**config.mk**
```make
export PLATFORM = sky130hd
export DESIGN_NAME = aonrw_count_unit
export DESIGN_NICKNAME = d
export VERILOG_FILES = /design/src/hdl/aonrw_pkg.sv /design/src/hdl/aonrw_count_unit.sv
export SDC_FILE = /design/constraint.sdc
export NUM_CORES = 1
export LEC_CHECK = 0
export BUFFER_PORTS_ARGS = -buffer_cell sky130_fd_sc_hd__buf_2
export CORE_UTILIZATION = 55
export DETAILED_ROUTE_END_ITERATION = 12
export MAX_ROUTING_LAYER = met4
export PLACE_DENSITY_LB_ADDON = 0.05
export SLEW_MARGIN = 5
export SYNTH_ARGS = -nofsm -noshare
export SYNTH_HDL_FRONTEND = slang
export SYNTH_SLANG_ARGS = --single-unit
```
**constraint.sdc**
```tcl
create_clock -name vclk -period 2.85
set_input_delay 0.4275 -clock vclk [all_inputs]
set_output_delay 0.4275 -clock vclk [all_outputs]
set_load 0.05 [all_outputs]
```
**src/hdl/aonrw_pkg.sv**
```systemverilog
// shared types and constants for the all-or-nothing reader/writer lock manager
`timescale 1ns / 1ps
package aonrw_pkg;

  localparam int COUNT_W = 9;
  localparam logic [COUNT_W-1:0] COUNT_MAX = '1;

  localparam logic [1:0] KIND_APPEND  = 2'd0;
  localparam logic [1:0] KIND_GRANT   = 2'd1;
  localparam logic [1:0] KIND_RELEASE = 2'd2;
  localparam logic [1:0] KIND_UNUSED  = 2'd3;

  localparam logic [2:0] STATUS_STORED   = 3'd0;
  localparam logic [2:0] STATUS_GRANTED  = 3'd1;
  localparam logic [2:0] STATUS_WAITING  = 3'd2;
  localparam logic [2:0] STATUS_RELEASED = 3'd3;
  localparam logic [2:0] STATUS_ERROR    = 3'd4;

  typedef struct packed {
    logic [1:0] kind;
    logic [3:0] worker;
    logic [9:0] item_id;
    logic       is_write;
  } request_t;

  typedef struct packed {
    logic [3:0] worker_out;
    logic [2:0] status;
    logic [9:0] blocking_item;
  } result_t;

  typedef struct packed {
    logic [9:0] item;
    logic       wr;
  } pend_entry_t;

  typedef struct packed {
    logic [COUNT_W-1:0] readers;
    logic [COUNT_W-1:0] writers;
  } count_pair_t;

  typedef enum logic [2:0] {
    ST_CLEAR,
    ST_IDLE,
    ST_PEND,
    ST_COUNT,
    ST_EVAL
  } state_t;

  typedef enum logic [1:0] {
    WALK_CHECK,
    WALK_INC,
    WALK_DEC
  } walk_t;

endpackage

```
**src/hdl/aonrw_count_unit.sv**
```systemverilog
// shared conflict check and saturating count update for one access
`timescale 1ns / 1ps
module aonrw_count_unit (
  input  aonrw_pkg::walk_t       walk,
  input  logic                   wr,
  input  aonrw_pkg::count_pair_t counts,
  output logic                   conflict,
  output aonrw_pkg::count_pair_t counts_next
);
  import aonrw_pkg::*;

  logic [COUNT_W-1:0] sel;
  logic [COUNT_W-1:0] sel_next;

  assign conflict = wr ? ((counts.readers != '0) || (counts.writers != '0))
                       : (counts.writers != '0);
  assign sel = wr ? counts.writers : counts.readers;

  always_comb begin
    case (walk)
      WALK_INC: sel_next = (sel == COUNT_MAX) ? sel : sel + 1'b1;
      WALK_DEC: sel_next = (sel == '0) ? sel : sel - 1'b1;
      default:  sel_next = sel;
    endcase
  end

  always_comb begin
    counts_next = counts;
    if (wr) begin
      counts_next.writers = sel_next;
    end else begin
      counts_next.readers = sel_next;
    end
  end

endmodule

```
==> results by group, run 1 <==
Outcome
  • Outcome: complete, no violations

Final layout
  • Synth-to-Final Area Change: 49.2%
  • # clk buffers: 0
  • Final core occ: 86.9%
  • Nets: 268
  • Finished Cell Area: around 0.0019 mm²
  • Finished Layout Cells: between 200 and 300
  • Register area: 0 µm²
  • Sequential cell count: 0
  • Ant diodes: 0
  • Layout cells sized above 1: about 45%

Synth
  • Commonest cells in the netlist: nand2_1, nor2_1, mux2i_1, o21ai_0, a21oi_1
  • Most numerous cell in the Yosys netlist: nand2_1
  • Seq/Total Area, Yosys: 0%
  • Largest area contributor in the netlist: mux2i_1
  • Netlist cell types: between 60 and 70
  • Top post-synthesis cells by area: mux2i_1, nand2_1, mux2_2
  • Syn_nets: ~210
  • Avg Synthesized Cell Area: ~7 µm²
  • Mapped cell area: ~0.0013 mm²
  • Synth Warn #: 0
  • Top cell type's share of synthesized area: between 6 and 7%
  • Synthesized instance count: approximately 190

Min path
  • Hold WC Path Type: in -> out
  • Hold endpoint: counts_next[16]
  • HP Start: counts[16]
  • Hold Path Cell Cnt: 4

Worst setup path
  • Critical Path Sink Type: output pin
  • Critical path arrival: between 2000 and 2500 ps
  • CP Cell Sequence: buf_12 -> mux2i_4 -> inv_2 -> ha_4 -> nand4b_1 -> and2_4 -> a31o_2 -> a221oi_4 -> a41oi_4 -> buf_6
  • CP Max Fanout: 5
  • Startpoint Class: input pin
  • Crit path from: wr
  • CP peak stage delay: slightly below 400 ps
  • WP data required: approximately 2400 ps
  • Kind of critical path: in -> out
  • Slowest CP cell: a221oi_4

Power
  • Pint: around 0.16 mW
  • NetSw: ~0.26 mW
  • Gate power share: 100.0%
  • Power Density: roughly 220 mW/mm²
  • Clk pwr share: 0%
  • Switching share of power: 62.7%
  • Leakage power: 0.754 nW
  • Worst IR drop on VDD: between 0.00015 and 0.0002 V
  • Share of power burned in registers: 0%

Drt
  • # DRC: 0
  • Met3 WL: around 640 µm
  • DRT Pass-1 Iters: 5
  • Antenna Violating Nets Remaining: 0
  • Detail Route met2 WL: approximately 2400 µm
  • Vias: about 1900
  • Max Used Layer: met4
  • DR iter-0 viols: 100
  • DR vias/cell: around 7.0
  • Met1 WL: between 1500 and 2000 µm
  • WL per Instance: roughly 19 µm
  • Final wirelength: between 5000 and 6000 µm

Global route
  • Global-route wire length before repair: between 7000 and 8000 µm
  • Global route total overflow: 0
  • Largest net degree at the start of global routing: 25
  • Vias in the first global route: about 1800
  • Initial antenna violation count: 0
  • All-Layer GR Usage: 40.6%

Timing
  • Max-slew headroom: 55.4%
  • Final period util: around 99%
  • Tightest Pin Transition: between 600 and 700 ps
  • Endpoints failing setup: 0
  • Highest Clock Rate: approximately 350 MHz
  • Final hold vios: 0
  • Unrepaired setup endpoints after global routing: true
  • Max-slew violation count: 0
  • Fin crit period: about 2800 ps

Placement
  • Post-DP HPWL: around 3700 µm
  • Number of port buffers: 40
  • DP Cell Count: around 270
  • Placed Area: 0.00176 mm²
  • Final GP Congestion: 1.01

Floorplan
  • Top-Level Pins: 40
  • Placement Rows: 17
  • Die X: around 50 µm
  • Initial Utilization: around three fifths
  • Die height: around 50 µm
  • Placeable Area: roughly 0.0022 mm²
  • Die area: around 0.0025 mm²

Job
  • Max-cap violation count: 0

Clock network
  • Cts-stage hold buffer count: 0
[worst max path at each step]
stage / end / slack [ps] / cells past startpoint
floorplan: counts_next[16] / -290 / 10
global placement: counts_next[4] / -50 / 9
detailed placement: counts_next[1] / -230 / 10
CTS: counts_next[13] / 2 / 10
global route: counts_next[7] / -30 / 10
finish: counts_next[13] / 20 / 10
[through the flow]
step | setup TNS, ps | hold WS, ps | total power, mW | setup WS [ps]
floorplan | -2300 | 1050 | 0.272 | -289
global placement | -442 | 1320 | 0.362 | -51.7
detailed placement | -2010 | 1330 | 0.372 | -230
CTS | 0 | 1330 | 0.394 | 2.08
global route | -76.6 | 1340 | 0.437 | -28.0
finish | 0 | 1320 | 0.419 | 23.8
[cells in the final DEF (no fill, tap or decap), types with 3 or more instances in the layout]
| cell | n |
|---|---|
| a21o_1 | 3 |
| a22oi_1 | 3 |
| nand4_1 | 3 |
| o21ai_2 | 3 |
| nand2_1 | 17 |
| a21oi_2 | 3 |
| a21oi_1 | 5 |
| nor2_1 | 15 |
| inv_1 | 5 |
| mux2i_1 | 8 |
| nand3b_1 | 7 |
| buf_6 | 6 |
| nand3_1 | 7 |
| a41oi_4 | 3 |
| o21ai_1 | 6 |
| o21ai_0 | 4 |
| buf_2 | 24 |
| nor3_1 | 7 |
| xor2_1 | 4 |
| o211ai_1 | 7 |
| buf_4 | 35 |
| mux2_2 | 4 |
[metal layers]
layer,vias to the layer above,GRT usage (%)
met2,163,68.2
met1,848,48.4
met5,-,-
met4,0,19.4
met3,26,3.94
li1,839,-
[area by class of cell]
| type | count | area (µm²) |
|---|---|---|
| repair buffers | 68 | 485 |
| fillers | 135 | 289 |
| well taps | 28 | 35.0 |
| multi-input cells | 166 | 1380 |
| inverters | 7 | 26.3 |
[what timing repair did]
item                                   in CTS  in global routing
buffers inserted                            1                  2
setup endpoints to repair                  16                 16
endpoints found under the hold margin       0                  0
pin swaps                                   2                 10
resized for setup                          22                 23
[power by group through the flow]
| stage | combinational (mW) | clock, mW | sequential, mW |
|---|---|---|---|
| after floorplan | 0.272 | 0 | 0 |
| after global placement | 0.362 | 0 | 0 |
| after detailed placement | 0.372 | 0 | 0 |
| after global routing | 0.437 | 0 | 0 |
| after CTS | 0.394 | 0 | 0 |
| final | 0.419 | 0 | 0 |
[worst max-delay path, delay by kind of cell]
kind / cells / cell delay [ps]
compound gates: 3 / 780
simple gates: 2 / 470
buf+inv: 3 / 380
mux: 1 / 190
fa+ha+maj: 1 / 140
[kinds of logic after synthesis]
kind of cell,after synthesis,synth area share (%)
AOI/OAI and AO/OA,65,38.0
xor gates and xnor gates,5,3.40
muxes,17,14.4
and+or+nand+nor,75,31.9
adders and majority gates,4,3.88
buffers and inverters,21,8.45
No activity file was read; power rests on OpenSTA's default activity.
==> run 2: changes to the inputs <==
--- a/config.mk
+++ b/config.mk
@@ -12,3 +12,3 @@
 export PLACE_DENSITY_LB_ADDON = 0.05
-export SLEW_MARGIN = 5
+export SLEW_MARGIN = 20
 export SYNTH_ARGS = -nofsm -noshare
==> constraint.sdc (replaced) <==
create_clock -name vclk -period 2.85
set_input_delay 0.4275 -clock vclk [all_inputs]
set_output_delay 0.4275 -clock vclk [all_outputs]
set_load 0.01 [all_outputs]
==> results by group, run 2 (same netlist as run 1, synthesis figures left out) <==
Timing
  • Endpoints failing setup: 6 (+6)
  • Max-slew violation count: 0 (unchanged)
  • Setup TNS: -141 ps (-141 ps)
  • Tightest Pin Transition: 571 ps (-97.7 ps)
  • Final WS setup: -43.9 ps (-67.7 ps)
  • Final hold vios: 0 (unchanged)
  • Fin crit period: 2890 ps (+67.7 ps)
  • Final period util: 102% (+2.4 points)
  • Max-slew headroom: 61.9% (+6.5 points)
  • Highest Clock Rate: 346 MHz (-2.3%)

Drt
  • # DRC: 0 (unchanged)
  • Final wirelength: 4840 µm (-3.9%)
  • Vias: 1814 (-3.3%)
  • Antenna Violating Nets Remaining: 0 (unchanged)
  • DR vias/cell: 7.20 (+3.2%)
  • DRT Pass-1 Iters: 6 (+1)
  • DR iter-0 viols: 98 (-2.0%)
  • WL per Instance: 19.2 µm (+2.6%)

Min path
  • HP Start: counts[9]
  • Hold endpoint: counts_next[9]
  • Hold WC Path Type: in -> out
  • Hold Path Cell Cnt: 4 (unchanged)

Global route
  • Initial antenna violation count: 0 (unchanged)
  • Global-route wire length before repair: 7100 µm (-9.5%)
  • Met2 Usage GRT: 59.8% (-8.4 points)
  • Global route total overflow: 0 (unchanged)
  • Vias in the first global route: 1487 (-15%)
  • Largest net degree at the start of global routing: 39 (+56%)
  • GR Layer Usage met1: 49.7% (+1.4 points)
  • All-Layer GR Usage: 36.1% (-4.6 points)
  • Grt met3 use: 1.52% (-2.4 points)
  • Layer with the highest usage: met2

Floorplan
  • Placeable Area: 0.00221 mm² (unchanged)
  • Initial Utilization: 58.3% (unchanged)
  • Die height: 50.4 µm (unchanged)
  • Top-Level Pins: 40 (unchanged)
  • Placement Rows: 17 (unchanged)
  • Die area: 0.00254 mm² (unchanged)
  • Die X: 50.4 µm (unchanged)

Worst setup path
  • Critical path arrival: 2470 ps (+70 ps)
  • Kind of critical path: in -> out
  • Startpoint Class: input pin
  • Critical Path Sink Type: output pin
  • WP data required: 2420 ps (about the same)
  • CP Max Fanout: 5 (unchanged)

Placement
  • Number of port buffers: 40 (unchanged)
  • Placed Area: 0.00151 mm² (-14%)
  • Post-DP HPWL: 3250 µm (-13%)
  • DP Worst Slack: -27.5 ps (+202 ps)
  • Final GP Congestion: 0.934 (-7.7%)

Power
  • Clk pwr share: 0% (unchanged)
  • Share of power burned in registers: 0% (unchanged)
  • NetSw: 0.163 mW (-38%)
  • Worst IR drop on VDD: 0.000129 V (-34%)
  • Total chip power: 0.277 mW (-34%)
  • Power Density: 170 mW/mm² (-22%)
  • Leakage power: 0.629 nW (-17%)
  • Switching share of power: 58.7% (-4.0 points)
  • Pint: 0.115 mW (-27%)
  • Gate power share: 100.0% (about the same)

Final layout
  • Ant diodes: 0 (unchanged)
  • Layout cells sized above 1: 37.9% (-6.9 points)
  • Nets: 251 (-6.3%)
  • Register area: 0 µm² (unchanged)
  • Finished Cell Area: 0.00163 mm² (-15%)
  • Fillers: 182 (+35%)
  • Commonest non-fill, non-tap cell in the layout: buf_2
  • Final core occ: 73.7% (-13 points)
  • Synth-to-Final Area Change: 26.5%
  • # clk buffers: 0 (unchanged)
  • Multi-input logic area: 0.00127 mm² (-7.6%)
  • Most frequent cells in the layout: buf_2, nand2_1, nor2_1
  • Sequential cell count: 0 (unchanged)

Outcome
  • Failing checks: setup timing
  • Outcome: finished with violations

Job
  • Max-cap violation count: 0 (unchanged)
==> run 2: worst max-delay path by stage <==
stage | slack, ps | start | end
after floorplan | 90 | wr | counts_next[13]
after global placement | 60 | wr | counts_next[5]
after detailed placement | -30 | wr | counts_next[14]
after CTS | 30 | wr | counts_next[14]
after global routing | -90 | wr | counts_next[0]
final | -40 | wr | counts_next[11]
==> run 2: power groups by stage <==
stage	Combinational (mW)	Clock [mW]	Sequential [mW]
after global placement	0.240	0	0
after detailed placement	0.246	0	0
final	0.277	0	0
after CTS	0.248	0	0
after floorplan	0.164	0	0
after global routing	0.295	0	0
==> run 2: stage by stage <==
stage	cells	hold slack, ps
floorplan	187	966
global placement	248	1210
detailed placement	248	1210
CTS	248	1220
global route	252	1260
finish	252	1230
==> run 2: cell type report <==
class	count	share of cell area, %
Inverter	7	1.61
Multi-Input combinational cell	166	78.0
Tap cell	28	2.15
Timing Repair Buffer	51	18.3
==> run 2: what timing repair did <==
action | in CTS | in global routing
hold buffers | 0 | 0
gates resized for setup | 1 | 20
buffers inserted | 0 | 4
pin swaps | 0 | 7
setup endpoints to repair | 2 | 15
==> run 2: critical path, cell delays in order <==
cell and delay, ps:
buf_4 160, mux2i_4 210, inv_2 100, ha_4 150, nand4_1 290, a21o_1 340, o21ai_1 200, xor2_1 110
a221o_1 330, buf_2 140
==> run 2: routing by layer <==
layer  wire [µm]  part of all wire (%)
met5           0                     0
met4         202                   4.2
met3         497                    10
met2        2270                    47
met1        1860                    39
